<file path="src/hw/rtl/bitplane_to_chunky_pixels_macros.svh">
// Assertion macros for the bitplane to chunky pixel converter.
// Used by the queue, front end and back end; no other dependencies.
`ifndef BITPLANE_TO_CHUNKY_PIXELS_MACROS_SVH
`define BITPLANE_TO_CHUNKY_PIXELS_MACROS_SVH
`ifndef SYNTH
// Antecedent implies consequent in the same cycle
`define BPC_ASSERT_IMP(lbl, clk, rst_n, ante, cons, msg) \
  lbl: assert property (@(posedge clk) disable iff (!rst_n) (ante) |-> (cons)) \
    else $error(msg);
// Antecedent implies consequent in the next cycle
`define BPC_ASSERT_NXT(lbl, clk, rst_n, ante, cons, msg) \
  lbl: assert property (@(posedge clk) disable iff (!rst_n) (ante) |=> (cons)) \
    else $error(msg);
`else
`define BPC_ASSERT_IMP(lbl, clk, rst_n, ante, cons, msg)
`define BPC_ASSERT_NXT(lbl, clk, rst_n, ante, cons, msg)
`endif
`endif

</file>
<file path="src/hw/rtl/bpc_pkg.sv">
// Shared types, constants and command codes for the bitplane to chunky converter.
// No dependencies.
`default_nettype none

package bpc_pkg;

  // Fixed geometry
  localparam int MAX_PLANES    = 4;
  localparam int LOWER_N       = MAX_PLANES - 1;
  localparam int PW            = 16;
  localparam int PIX_W         = MAX_PLANES;
  localparam int PC_W          = 2;
  localparam int NP_W          = 3;
  localparam int WPL_W         = 6;
  localparam int MAX_WORDS_DEF = 40;
  localparam int QUEUE_DEPTH   = 2;

  // Configuration port
  localparam int CFG_IDX_W  = 2;
  localparam int CFG_DATA_W = 8;
  localparam logic [CFG_IDX_W-1:0] REG_PLANE_COUNT = 2'd0;
  localparam logic [CFG_IDX_W-1:0] REG_WORDS       = 2'd1;
  localparam logic [CFG_IDX_W-1:0] REG_LAYOUT      = 2'd2;

  localparam logic [NP_W-1:0]  PLANE_COUNT_RST = 3'd4;
  localparam logic [WPL_W-1:0] WORDS_RST       = 6'd20;
  localparam logic             LAYOUT_RST      = 1'b0;

  // Back-end command codes
  localparam logic [1:0] OP_HOLD    = 2'd0;
  localparam logic [1:0] OP_STORE   = 2'd1;
  localparam logic [1:0] OP_EMIT_IL = 2'd2;
  localparam logic [1:0] OP_EMIT_LS = 2'd3;

  typedef struct packed {
    logic [1:0]      op;
    logic [PC_W-1:0] pc;
    logic            lol;
  } cmd_ctl_t;

endpackage

`default_nettype wire

</file>
<file path="src/hw/rtl/bpc_if.sv">
// Channel interfaces: plane word input, pixel output and configuration write.
// Depends on bpc_pkg.
`default_nettype none

interface bpc_in_if;
  import bpc_pkg::*;
  logic          valid;
  logic          ready;
  logic [PW-1:0] plane_word;
  modport source (output valid, output plane_word, input ready);
  modport sink (input valid, input plane_word, output ready);
endinterface

interface bpc_out_if;
  import bpc_pkg::*;
  logic             valid;
  logic             ready;
  logic [PIX_W-1:0] pixel_index;
  logic             group_last;
  logic             line_end;
  modport source (output valid, output pixel_index, output group_last,
                  output line_end, input ready);
  modport sink (input valid, input pixel_index, input group_last,
                input line_end, output ready);
endinterface

interface bpc_cfg_if;
  import bpc_pkg::*;
  logic                  valid;
  logic                  ready;
  logic [CFG_IDX_W-1:0]  index;
  logic [CFG_DATA_W-1:0] data;
  modport source (output valid, output index, output data, input ready);
  modport sink (input valid, input index, input data, output ready);
endinterface

`default_nettype wire

</file>
<file path="src/hw/rtl/bpc_ram.sv">
// Generic single-write, single-read RAM with registered read data.
// No dependencies.
`default_nettype none

module bpc_ram #(
  parameter int WIDTH = 8,
  parameter int DEPTH = 16,
  localparam int AW = (DEPTH > 1) ? $clog2(DEPTH) : 1
) (
  input  logic             clk,
  input  logic             we,
  input  logic [AW-1:0]    waddr,
  input  logic [WIDTH-1:0] wdata,
  input  logic             re,
  input  logic [AW-1:0]    raddr,
  output logic [WIDTH-1:0] rdata
);

  logic [WIDTH-1:0] mem_r [DEPTH];
  logic [WIDTH-1:0] rdata_r;

  // Write port and registered read port
  always_ff @(posedge clk) begin
    if (we) begin
      mem_r[waddr] <= wdata;
    end
    if (re) begin
      rdata_r <= mem_r[raddr];
    end
  end

  assign rdata = rdata_r;

endmodule

`default_nettype wire

</file>
<file path="src/hw/rtl/bpc_queue.sv">
// Small command queue between front and back end.
// Uses the assertion macros header.
`default_nettype none
`include "bitplane_to_chunky_pixels_macros.svh"

module bpc_queue #(
  parameter int W     = 8,
  parameter int DEPTH = 2,
  localparam int AW = (DEPTH > 1) ? $clog2(DEPTH) : 1,
  localparam int CW = $clog2(DEPTH + 1)
) (
  input  logic         clk,
  input  logic         rst_n,
  input  logic         wr_valid,
  output logic         wr_ready,
  input  logic [W-1:0] wr_data,
  output logic         rd_valid,
  input  logic         rd_pop,
  output logic [W-1:0] rd_data
);

  logic [W-1:0]  ent_r [DEPTH];
  logic [AW-1:0] wp_r, wp_nxt;
  logic [AW-1:0] rp_r, rp_nxt;
  logic [CW-1:0] cnt_r, cnt_nxt;
  logic          push;

  assign wr_ready = (cnt_r != CW'(DEPTH));
  assign rd_valid = (cnt_r != '0);
  assign rd_data  = ent_r[rp_r];
  assign push     = wr_valid && wr_ready;

  // Advance pointers and fill count
  always_comb begin
    wp_nxt  = wp_r;
    rp_nxt  = rp_r;
    cnt_nxt = cnt_r;
    if (push) begin
      wp_nxt = (wp_r == AW'(DEPTH - 1)) ? '0 : wp_r + AW'(1);
    end
    if (rd_pop) begin
      rp_nxt = (rp_r == AW'(DEPTH - 1)) ? '0 : rp_r + AW'(1);
    end
    case ({push, rd_pop})
      2'b10:   cnt_nxt = cnt_r + CW'(1);
      2'b01:   cnt_nxt = cnt_r - CW'(1);
      default: cnt_nxt = cnt_r;
    endcase
  end

  always_ff @(posedge clk) begin
    if (!rst_n) begin
      wp_r  <= '0;
      rp_r  <= '0;
      cnt_r <= '0;
    end else begin
      wp_r  <= wp_nxt;
      rp_r  <= rp_nxt;
      cnt_r <= cnt_nxt;
    end
  end

  // Hold the entry payload
  always_ff @(posedge clk) begin
    if (push) begin
      ent_r[wp_r] <= wr_data;
    end
  end

  `BPC_ASSERT_IMP(a_q_no_underflow, clk, rst_n, rd_pop, cnt_r != '0, "pop from empty queue")

endmodule

`default_nettype wire

</file>
<file path="src/hw/rtl/bpc_front.sv">
// Front end: configuration registers, plane and word counters, item classification.
// Depends on bpc_pkg, bpc_if and the assertion macros header.
`default_nettype none
`include "bitplane_to_chunky_pixels_macros.svh"

module bpc_front #(
  parameter int MAX_WORDS = bpc_pkg::MAX_WORDS_DEF,
  localparam int WC_W = (MAX_WORDS > 1) ? $clog2(MAX_WORDS) : 1
) (
  input  logic                  clk,
  input  logic                  rst_n,
  bpc_in_if.sink                in_ch,
  bpc_cfg_if.sink               cfg_ch,
  output logic                  cmd_valid,
  input  logic                  cmd_ready,
  output bpc_pkg::cmd_ctl_t     cmd_ctl,
  output logic [WC_W-1:0]       cmd_wc,
  output logic [bpc_pkg::PW-1:0] cmd_word
);
  import bpc_pkg::*;

  localparam int NW_W = $clog2(MAX_WORDS + 1);
  localparam int CW   = WPL_W + 1;

  logic [NP_W-1:0]  plane_count_r;
  logic [WPL_W-1:0] words_r;
  logic             layout_r;
  logic [PC_W-1:0]  pc_r, pc_nxt;
  logic [WC_W-1:0]  wc_r, wc_nxt;

  logic [NP_W-1:0]  np;
  logic [NW_W-1:0]  nw;
  logic [PC_W-1:0]  pc_use;
  logic [WC_W-1:0]  wc_use;
  logic             last_plane;
  logic             lol;
  logic             in_fire;
  cmd_ctl_t         ctl_c;

  assign cfg_ch.ready = 1'b1;
  assign in_ch.ready  = cmd_ready;
  assign cmd_valid    = in_ch.valid;
  assign in_fire      = in_ch.valid && cmd_ready;

  // Clamp register values to the supported range
  always_comb begin
    if (plane_count_r == '0) begin
      np = NP_W'(1);
    end else if (plane_count_r > NP_W'(MAX_PLANES)) begin
      np = NP_W'(MAX_PLANES);
    end else begin
      np = plane_count_r;
    end
    if (words_r == '0) begin
      nw = NW_W'(1);
    end else if (CW'(words_r) > CW'(MAX_WORDS)) begin
      nw = NW_W'(MAX_WORDS);
    end else begin
      nw = NW_W'(words_r);
    end
  end

  // Restart counters that lie beyond their limit, then classify the beat
  always_comb begin
    pc_use     = (NP_W'(pc_r) >= np) ? '0 : pc_r;
    wc_use     = (NW_W'(wc_r) >= nw) ? '0 : wc_r;
    last_plane = ((NP_W'(pc_use) + NP_W'(1)) == np);
    lol        = ((NW_W'(wc_use) + NW_W'(1)) == nw);
    ctl_c.pc   = pc_use;
    ctl_c.lol  = lol;
    pc_nxt     = pc_use;
    wc_nxt     = wc_use;
    if (!layout_r) begin
      if (!last_plane) begin
        ctl_c.op = OP_HOLD;
        pc_nxt   = pc_use + PC_W'(1);
      end else begin
        ctl_c.op = OP_EMIT_IL;
        pc_nxt   = '0;
        wc_nxt   = lol ? '0 : wc_use + WC_W'(1);
      end
    end else begin
      if (!last_plane) begin
        ctl_c.op = OP_STORE;
        if (lol) begin
          pc_nxt = pc_use + PC_W'(1);
        end
      end else begin
        ctl_c.op = OP_EMIT_LS;
        if (lol) begin
          pc_nxt = '0;
        end
      end
      wc_nxt = lol ? '0 : wc_use + WC_W'(1);
    end
  end

  assign cmd_ctl  = ctl_c;
  assign cmd_wc   = wc_use;
  assign cmd_word = in_ch.plane_word;

  // Configuration writes and counter update
  always_ff @(posedge clk) begin
    if (!rst_n) begin
      plane_count_r <= PLANE_COUNT_RST;
      words_r       <= WORDS_RST;
      layout_r      <= LAYOUT_RST;
      pc_r          <= '0;
      wc_r          <= '0;
    end else begin
      if (cfg_ch.valid) begin
        case (cfg_ch.index)
          REG_PLANE_COUNT: plane_count_r <= cfg_ch.data[NP_W-1:0];
          REG_WORDS:       words_r       <= cfg_ch.data[WPL_W-1:0];
          REG_LAYOUT:      layout_r      <= cfg_ch.data[0];
          default:         ;
        endcase
      end
      if (in_fire) begin
        pc_r <= pc_nxt;
        wc_r <= wc_nxt;
      end
    end
  end

  `BPC_ASSERT_NXT(a_fe_il_restart, clk, rst_n, in_fire && (ctl_c.op == OP_EMIT_IL), pc_r == '0, "plane count not restarted after interleaved group")

endmodule

`default_nettype wire

</file>
<file path="src/hw/rtl/bpc_back.sv">
// Back end: held plane words, line store, pixel serialiser and output register.
// Depends on bpc_pkg, bpc_if, bpc_ram and the assertion macros header.
`default_nettype none
`include "bitplane_to_chunky_pixels_macros.svh"

module bpc_back #(
  parameter int MAX_WORDS = bpc_pkg::MAX_WORDS_DEF,
  localparam int WC_W = (MAX_WORDS > 1) ? $clog2(MAX_WORDS) : 1
) (
  input  logic                   clk,
  input  logic                   rst_n,
  input  logic                   cmd_valid,
  output logic                   cmd_pop,
  input  bpc_pkg::cmd_ctl_t      cmd_ctl,
  input  logic [WC_W-1:0]        cmd_wc,
  input  logic [bpc_pkg::PW-1:0] cmd_word,
  bpc_out_if.source              out_ch
);
  import bpc_pkg::*;

  localparam int LW    = PW * LOWER_N;
  localparam int CNT_W = $clog2(PW);
  localparam logic [CNT_W-1:0] CNT_MAX = CNT_W'(PW - 1);

  localparam logic [1:0] ST_IDLE = 2'd0;
  localparam logic [1:0] ST_READ = 2'd1;
  localparam logic [1:0] ST_EMIT = 2'd2;

  logic [1:0]       state_r, state_nxt;
  logic             out_valid_r, out_valid_nxt;
  logic [PIX_W-1:0] out_pix_r;
  logic             out_gl_r;
  logic             out_le_r;
  logic [CNT_W-1:0] cnt_r;

  logic [1:0]       cur_op_r;
  logic [PC_W-1:0]  cur_pc_r;
  logic             cur_lol_r;
  logic [WC_W-1:0]  cur_wc_r;
  logic [PW-1:0]    cur_word_r;

  logic [PW-1:0]    held_r [LOWER_N];
  logic [PW-1:0]    sh_r [MAX_PLANES];

  logic [PW-1:0]    ld_src [MAX_PLANES];
  logic [PW-1:0]    ld_plane [MAX_PLANES];
  logic [PC_W-1:0]  ld_pc;
  logic [PW-1:0]    ld_word;
  logic [LW-1:0]    row_new;
  logic [PIX_W-1:0] pix_c;

  logic             px_fire;
  logic             load_il, load_ls, load;
  logic             needs_rd, store0, hold;
  logic             ram_we, ram_re;
  logic [WC_W-1:0]  ram_waddr;
  logic [LW-1:0]    ram_wdata, ram_rdata;

  // Line store: one row per word position, one 16-bit field per lower plane
  bpc_ram #(
    .WIDTH (LW),
    .DEPTH (MAX_WORDS)
  ) u_line_store (
    .clk   (clk),
    .we    (ram_we),
    .waddr (ram_waddr),
    .wdata (ram_wdata),
    .re    (ram_re),
    .raddr (cmd_wc),
    .rdata (ram_rdata)
  );

  assign ld_pc   = (state_r == ST_IDLE) ? cmd_ctl.pc : cur_pc_r;
  assign ld_word = (state_r == ST_IDLE) ? cmd_word : cur_word_r;

  // Build plane words for the serialiser, and the merged store row
  for (genvar k = 0; k < MAX_PLANES; k++) begin : g_plane
    if (k < LOWER_N) begin : g_low
      assign ld_src[k] = (state_r == ST_IDLE) ? held_r[k] : ram_rdata[k*PW +: PW];
      assign row_new[k*PW +: PW] = (PC_W'(k) == cur_pc_r) ? cur_word_r
                                                          : ram_rdata[k*PW +: PW];
    end else begin : g_top
      assign ld_src[k] = '0;
    end
    assign ld_plane[k] = (PC_W'(k) < ld_pc)  ? ld_src[k] :
                         (PC_W'(k) == ld_pc) ? ld_word   : '0;
    assign pix_c[k]    = sh_r[k][PW-1];
  end

  // Decode the popped command
  always_comb begin
    cmd_pop  = (state_r == ST_IDLE) && cmd_valid;
    px_fire  = (state_r == ST_EMIT) && (!out_valid_r || out_ch.ready);
    hold     = cmd_pop && (cmd_ctl.op == OP_HOLD);
    store0   = cmd_pop && (cmd_ctl.op == OP_STORE) && (cmd_ctl.pc == '0);
    needs_rd = cmd_pop && (cmd_ctl.pc != '0) &&
               ((cmd_ctl.op == OP_STORE) || (cmd_ctl.op == OP_EMIT_LS));
    load_il  = cmd_pop && ((cmd_ctl.op == OP_EMIT_IL) ||
                           ((cmd_ctl.op == OP_EMIT_LS) && (cmd_ctl.pc == '0)));
    load_ls  = (state_r == ST_READ) && (cur_op_r == OP_EMIT_LS);
    load     = load_il || load_ls;
    ram_re   = needs_rd;
    ram_we   = store0 || ((state_r == ST_READ) && (cur_op_r == OP_STORE));
    ram_waddr = store0 ? cmd_wc : cur_wc_r;
    ram_wdata = store0 ? LW'(cmd_word) : row_new;
  end

  // Sequence the back end
  always_comb begin
    state_nxt = state_r;
    case (state_r)
      ST_IDLE: begin
        if (load_il) begin
          state_nxt = ST_EMIT;
        end else if (needs_rd) begin
          state_nxt = ST_READ;
        end
      end
      ST_READ: begin
        state_nxt = load_ls ? ST_EMIT : ST_IDLE;
      end
      ST_EMIT: begin
        if (px_fire && (cnt_r == CNT_MAX)) begin
          state_nxt = ST_IDLE;
        end
      end
      default: state_nxt = ST_IDLE;
    endcase
    out_valid_nxt = px_fire ? 1'b1 : (out_ch.ready ? 1'b0 : out_valid_r);
  end

  always_ff @(posedge clk) begin
    if (!rst_n) begin
      state_r     <= ST_IDLE;
      out_valid_r <= 1'b0;
      cnt_r       <= '0;
    end else begin
      state_r     <= state_nxt;
      out_valid_r <= out_valid_nxt;
      if (load) begin
        cnt_r <= '0;
      end else if (px_fire) begin
        cnt_r <= cnt_r + CNT_W'(1);
      end
    end
  end

  // Hold the command, held words, plane shifters and output beat
  always_ff @(posedge clk) begin
    if (cmd_pop) begin
      cur_op_r   <= cmd_ctl.op;
      cur_pc_r   <= cmd_ctl.pc;
      cur_lol_r  <= cmd_ctl.lol;
      cur_wc_r   <= cmd_wc;
      cur_word_r <= cmd_word;
    end
    if (hold) begin
      held_r[cmd_ctl.pc] <= cmd_word;
    end
    for (int k = 0; k < MAX_PLANES; k++) begin
      if (load) begin
        sh_r[k] <= ld_plane[k];
      end else if (px_fire) begin
        sh_r[k] <= {sh_r[k][PW-2:0], 1'b0};
      end
    end
    if (px_fire) begin
      out_pix_r <= pix_c;
      out_gl_r  <= (cnt_r == CNT_MAX);
      out_le_r  <= (cnt_r == CNT_MAX) && cur_lol_r;
    end
  end

  assign out_ch.valid       = out_valid_r;
  assign out_ch.pixel_index = out_pix_r;
  assign out_ch.group_last  = out_gl_r;
  assign out_ch.line_end    = out_le_r;

  `BPC_ASSERT_NXT(a_be_group_done, clk, rst_n, px_fire && (cnt_r == CNT_MAX), state_r == ST_IDLE, "back end not idle after sixteenth pixel")
  `BPC_ASSERT_NXT(a_be_read_once, clk, rst_n, state_r == ST_READ, state_r != ST_READ, "line store read held longer than one cycle")
  `BPC_ASSERT_IMP(a_be_line_end_last, clk, rst_n, out_valid_r && out_le_r, out_gl_r, "line end away from last pixel of group")

endmodule

`default_nettype wire

</file>
<file path="src/hw/rtl/bitplane_to_chunky_pixels.sv">
// An emitting word's beat passes the queue, a line-store read when lower planes come
// from the line store, the plane shifters and the output register, then one pixel
// a cycle while the output is not stalled. No command is popped until all 16 pixels are
// out; held and first-plane store words finish at the pop, higher store planes add a read.
// Reset: registers to 4 planes, 20 words, interleaved; counters cleared. Line store and
// held words are not cleared.
`default_nettype none

module bitplane_to_chunky_pixels #(
  parameter int MAX_WORDS_PER_PLANE = bpc_pkg::MAX_WORDS_DEF
) (
  input  logic      clk,
  input  logic      rst_n,
  bpc_in_if.sink    in_ch,
  bpc_out_if.source out_ch,
  bpc_cfg_if.sink   cfg_ch
);
  import bpc_pkg::*;

  localparam int WC_W = (MAX_WORDS_PER_PLANE > 1) ? $clog2(MAX_WORDS_PER_PLANE) : 1;
  localparam int QW   = $bits(cmd_ctl_t) + WC_W + PW;

  cmd_ctl_t        f_ctl, q_ctl;
  logic [WC_W-1:0] f_wc, q_wc;
  logic [PW-1:0]   f_word, q_word;
  logic            f_valid, f_ready;
  logic            q_valid, q_pop;
  logic [QW-1:0]   q_data;

  // Accept and classify plane words
  bpc_front #(
    .MAX_WORDS (MAX_WORDS_PER_PLANE)
  ) u_front (
    .clk       (clk),
    .rst_n     (rst_n),
    .in_ch     (in_ch),
    .cfg_ch    (cfg_ch),
    .cmd_valid (f_valid),
    .cmd_ready (f_ready),
    .cmd_ctl   (f_ctl),
    .cmd_wc    (f_wc),
    .cmd_word  (f_word)
  );

  // Decouple front and back end
  bpc_queue #(
    .W     (QW),
    .DEPTH (QUEUE_DEPTH)
  ) u_queue (
    .clk      (clk),
    .rst_n    (rst_n),
    .wr_valid (f_valid),
    .wr_ready (f_ready),
    .wr_data  ({f_ctl, f_wc, f_word}),
    .rd_valid (q_valid),
    .rd_pop   (q_pop),
    .rd_data  (q_data)
  );

  assign {q_ctl, q_wc, q_word} = q_data;

  // Carry out commands and serialise pixels
  bpc_back #(
    .MAX_WORDS (MAX_WORDS_PER_PLANE)
  ) u_back (
    .clk       (clk),
    .rst_n     (rst_n),
    .cmd_valid (q_valid),
    .cmd_pop   (q_pop),
    .cmd_ctl   (q_ctl),
    .cmd_wc    (q_wc),
    .cmd_word  (q_word),
    .out_ch    (out_ch)
  );

endmodule

`default_nettype wire
</file>
<file path="src/flat_wrapper.sv">
// flat-port wrapper written by rule: the top's interface ports become plain ports
module bitplane_to_chunky_pixels_flat import bpc_pkg::*;
#(
  parameter int MAX_WORDS_PER_PLANE = bpc_pkg::MAX_WORDS_DEF
)
  (clk, rst_n, in_ch_valid, in_ch_plane_word, in_ch_ready, out_ch_valid, out_ch_pixel_index, out_ch_group_last, out_ch_line_end, out_ch_ready, cfg_ch_valid, cfg_ch_index, cfg_ch_data, cfg_ch_ready);
  bpc_in_if in_ch_i ();
  bpc_out_if out_ch_i ();
  bpc_cfg_if cfg_ch_i ();
  input  logic clk;
  input  logic rst_n;
  input wire logic [$bits(in_ch_i.valid)-1:0] in_ch_valid;
  input wire logic [$bits(in_ch_i.plane_word)-1:0] in_ch_plane_word;
  output wire logic [$bits(in_ch_i.ready)-1:0] in_ch_ready;
  output wire logic [$bits(out_ch_i.valid)-1:0] out_ch_valid;
  output wire logic [$bits(out_ch_i.pixel_index)-1:0] out_ch_pixel_index;
  output wire logic [$bits(out_ch_i.group_last)-1:0] out_ch_group_last;
  output wire logic [$bits(out_ch_i.line_end)-1:0] out_ch_line_end;
  input wire logic [$bits(out_ch_i.ready)-1:0] out_ch_ready;
  input wire logic [$bits(cfg_ch_i.valid)-1:0] cfg_ch_valid;
  input wire logic [$bits(cfg_ch_i.index)-1:0] cfg_ch_index;
  input wire logic [$bits(cfg_ch_i.data)-1:0] cfg_ch_data;
  output wire logic [$bits(cfg_ch_i.ready)-1:0] cfg_ch_ready;
  assign in_ch_i.valid = in_ch_valid;
  assign in_ch_i.plane_word = in_ch_plane_word;
  assign in_ch_ready = in_ch_i.ready;
  assign out_ch_valid = out_ch_i.valid;
  assign out_ch_pixel_index = out_ch_i.pixel_index;
  assign out_ch_group_last = out_ch_i.group_last;
  assign out_ch_line_end = out_ch_i.line_end;
  assign out_ch_i.ready = out_ch_ready;
  assign cfg_ch_i.valid = cfg_ch_valid;
  assign cfg_ch_i.index = cfg_ch_index;
  assign cfg_ch_i.data = cfg_ch_data;
  assign cfg_ch_ready = cfg_ch_i.ready;
  bitplane_to_chunky_pixels #(.MAX_WORDS_PER_PLANE(MAX_WORDS_PER_PLANE)) u_core (.clk(clk), .rst_n(rst_n), .in_ch(in_ch_i), .out_ch(out_ch_i), .cfg_ch(cfg_ch_i));
endmodule
</file>
<file path="config.mk">
export PLATFORM = sky130hd
export DESIGN_NAME = bitplane_to_chunky_pixels_flat
export DESIGN_NICKNAME = d
export VERILOG_FILES = /design/src/hw/rtl/bpc_pkg.sv /design/src/hw/rtl/bpc_if.sv /design/src/hw/rtl/bpc_ram.sv /design/src/hw/rtl/bpc_queue.sv /design/src/hw/rtl/bpc_front.sv /design/src/hw/rtl/bpc_back.sv /design/src/hw/rtl/bitplane_to_chunky_pixels.sv /design/src/flat_wrapper.sv
export VERILOG_INCLUDE_DIRS = /design/src /design/src/hw/rtl
export SDC_FILE = /design/constraint.sdc
export NUM_CORES = 2
export LEC_CHECK = 0
export CAP_MARGIN = 40
export CORE_MARGIN = 2
export CORE_UTILIZATION = 30
export CTS_BUF_LIST = sky130_fd_sc_hd__clkbuf_2
export DETAILED_ROUTE_END_ITERATION = 10
export DONT_BUFFER_PORTS = 1
export REMOVE_ABC_BUFFERS = 1
export SLEW_MARGIN = 15
export SYNTH_ARGS = -nofsm -noshare
export SYNTH_HDL_FRONTEND = slang
export SYNTH_SLANG_ARGS = --single-unit
</file>
<file path="constraint.sdc">
create_clock -name clk -period 6.56 [get_ports clk]
set_clock_uncertainty 0.1 [all_clocks]
set_input_delay 0 -clock clk [delete_from_list [all_inputs] [get_ports clk]]
set_output_delay 0 -clock clk [all_outputs]
set_load 0.02 [all_outputs]
</file>
==> reports/metrics.yaml <==
cells_and_area:
  drive_gt1_frac: 0.162
  area_delta_synth_final_pct: 13.7
  final_cell_mix: "edfxtp_1, nand2_1, nand3_1, clkbuf_2, a311oi_1"
  final_nets: 7337
  final_common_cell: "edfxtp_1"
clock_network:
  clock_sinks: 2197
  cts_resized: 0
  clk_pin_slew_worst_paths_ns: 0.11
  cts.htree.levels: 6
  cts_tree: "yes"
  post_cts_buffers: 0
  cts_buffers: 576
  clockBufferDepth: 4
  cts_root_buf: "clkbuf_2"
  clock_latency_ns: 1.92
sta:
  maxSlewViolCount: 0
  hold_viol_final: 0
  period_share: 0.769
  fin_ws_ns: 1.52
  tightest_slew_ns: 1.21
  rsz0062_at_grt: "false"
  timing.fmax_ghz: 0.198
  setup_viol: 0
  period_needed_ns: 5.04
  setup-tns-final_ns: 0
  relSlewSlack: 0.193
global_routing:
  grt_pass1_wl_um: 380000
  first_global_vias: 57868
  track_usage: 0.169
  grt_max_degree: 160
  antenna_found_initial: 3
  grt-ovfl-total: 0
placement:
  portBuffers: 0
  pre_cts_ws_ns: 1.76
  globalplace.congestion: 0.831
  hpwl_um: 134000
floorplanning:
  initial_core_util: 0.302
  top_level_ports: 40
  rows: 198
  dieArea_sq_mm: 0.298
  die_h_um: 546
  fp.dieW_um: 546
  core_sq_mm: 0.291
detailed_routing:
  drc: 0
  wl_met1_um: 107000
  firstDrtPassIters: 6
  vias: 59930
  top_layer: "met4"
  via_per_inst: 5.18
  drt_iter0_markers: 7441
  drt-wirelength-per-cell_um: 22.7
  ant_nets: 0
  routed-wl-met2_um: 120000
  routed_wl_um: 262000
  dr_wl_met3_um: 25900
worst_setup_path:
  end_kind: "register"
  startpoint: "u_core.u_front.words_r[4]"
  endpoint: "u_core.u_front.pc_r[0]"
  r2r_cells: 19
  r2r_end: "u_core.u_front.pc_r[0]"
  path_class: "register to register"
  rr_startpoint: "u_core.u_front.words_r[4]"
  path_max_fanout: 6
  required_ns: 8.23
  cpPeakStageDelay_ns: 0.56
  reg2reg_slack_ns: 1.52
  critPathLaunchType: "register"
  slowest_stage: "dlygate4sd3_1"
  crit_arrival_ns: 6.71
  path_cells: "nor4_1 -> nor2_1 -> o21ai_0 -> ha_1 -> nand2b_1 -> a21oi_1 -> o221ai_1 -> nor2_1 -> ha_1 -> nand3_1 -> o21ai_0 -> a31oi_1 -> a2111o_1 -> or2_4 -> ha_1 -> o21ai_0 -> a21oi_1 -> a21oi_1 -> dlygate4sd3_1"
power:
  p_sw_mw: 14.1
  clockPowerShare: 0.233
  seqPwrFrac: 0.481
  peakVddDrop_mv: 0.307
  leakage_nw: 34.6
  power_frac_comb: 0.286
  switching_share: 0.361
  p_int_mw: 25.0
  power_density_mw_per_mm2: 390
synth:
  synth-simple-area-share: 0.160
  async_reset_ff_frac: 0
  synth.avg_cell_area_sq_um: 12.9
  synthXorXnorAreaFrac: 0.00138
  syn-instance-count: 6844
  synthesis.area_sq_mm: 0.0880
  synth_top_family_by_area: "simple AND/OR/NAND/NOR gates"
  yosys-mux-area-fraction: 0.00805
  seq_area_frac_synth: 0.746
  synth_ff_type: "edfxtp_1"
  synth_compound_area_frac: 0.0595
  ys_warn_count: 0
  ys_ff_latch: 2197
  synth-adder-area-share: 0.00185
  ys_types: 65
  synth_edf_count: 2166
outcome:
  status: "finished clean"
min_path:
  hp-class: "register to register"
run:
  drv_cap: 0
-- cell usage after synthesis, drive strengths merged (7+ instances only) --
master     n  area (sq um)
a311oi   241          2110
and2      13          83.8
nor2      78           295
clkbuf   358          1340
and3     150           938
buf      113           512
mux2i     49           494
o21a      18           135
nand3    888          4440
o221ai    15           131
mux2      19           214
a31oi    148           926
nor2b     29           181
ha        13           163
nand2   2106          7910
a211oi    16           120
edfxtp  2166         65000
nor3       7          40.0
dfxtp     31           621
a21oi    132           664
o22ai     48           300
o31ai      8          78.8
nand2b    12          75.1
a32o      16           160
inv       31           116
xnor2      9          86.3
o21ai     80           400
-- per-layer routing --
| layer | track usage | vias up |
|---|---|---|
| li1 | - | 26417 |
| met1 | 0.228 | 29708 |
| met2 | 0.262 | 3288 |
| met3 | 0.0395 | 517 |
| met4 | 0.0705 | 0 |
| met5 | 0 | - |
-- state kept, by name, summed over array words and instances (netlist names), 2 cells and up, named ones only --
signal	count
u_core.u_back.cnt_r	4
u_core.u_back.cur_op_r	2
u_core.u_back.cur_pc_r	2
u_core.u_back.cur_wc_r	6
u_core.u_back.cur_word_r	16
u_core.u_back.held_r	48
u_core.u_back.out_ch.pixel_index	4
u_core.u_back.sh_r	64
u_core.u_back.state_r	2
u_core.u_back.u_line_store.mem_r	1920
u_core.u_back.u_line_store.rdata	48
u_core.u_front.pc_r	2
u_core.u_front.plane_count_r	3
u_core.u_front.wc_r	6
u_core.u_front.words_r	6
u_core.u_queue.cnt_r	2
u_core.u_queue.ent_r	54
-- cell families (layout without fill, tap and decap cells) --
group | count (synthesis) | after routing
AOI/OAI and AO/OA | 744 | 744
xor gates and xnor gates | 13 | 13
adders and majority gates | 13 | 13
buffers and inverters | 504 | 1317
DFF | 2197 | 2197
muxes | 68 | 68
other | 1 | 12
and+or+nand+nor | 3304 | 3304
-- worst min path at each step --
stage                                    startpoint                             endpoint  cells past startpoint
final                     u_core.u_back.sh_r[2][15]  u_core.u_back.out_ch.pixel_index[2]                      0
after global routing                    in_ch_valid          u_core.u_queue.ent_r[1][19]                      4
after CTS                           cfg_ch_index[0]            u_core.u_front.words_r[2]                      6
after detailed placement                      rst_n            u_core.u_front.words_r[4]                      1
after global placement                        rst_n            u_core.u_front.words_r[2]                      1
after floorplan                               rst_n            u_core.u_front.words_r[2]                      1
-- through the flow --
stage / std cells / instance area, sq um / utilization / power, mW / hold slack (ns)
floorplan: 6373 / 86100 / - / 26.6 / -0.0381
global placement: 10470 / 93500 / 0.321 / 29.5 / -0.0309
detailed placement: 10489 / 94000 / 0.322 / 30.0 / -0.0314
CTS: 11554 / 100000 / 0.343 / 39.1 / 0.0173
global route: 11568 / 100000 / 0.343 / 40.9 / 0.191
finish: 11568 / 100000 / 0.343 / 39.1 / 0.266
-- worst max-delay path, delay by kind of cell (launching register included) --
family          cells  cell delay, ns
compound gates      9            1.71
simple gates        6            1.31
flops               1            0.39
fa+ha+maj           3            0.90
buf+inv             1            0.56
-- power groups by stage --
stage | Combinational [mW] | Clock [mW] | Sequential [mW]
after floorplan | 7.31 | 0 | 19.3
after global placement | 10.4 | 0 | 19.1
after detailed placement | 10.9 | 0 | 19.1
after CTS | 11.0 | 9.35 | 18.8
after global routing | 12.0 | 10.0 | 18.8
final | 11.2 | 9.11 | 18.8
-- cell type report --
class | count | area, sq um
fillers | 28584 | 191000
flip-flops and latches | 2197 | 65700
multi-input cells | 4143 | 21000
well taps | 3900 | 4880
clock buffers | 836 | 4180
repair buffers | 342 | 3540
clock inverters | 106 | 599
inverters | 33 | 145
diodes | 11 | 27.5
-- timing repair --
| item | 4_1_cts | 5_1_grt |
|---|---|---|
| hold buffers | 123 | 0 |
| hold endpoints to repair | 172 | 0 |
| setup endpoints to repair | 0 | 0 |
No activity file was read; power rests on OpenSTA's default activity.
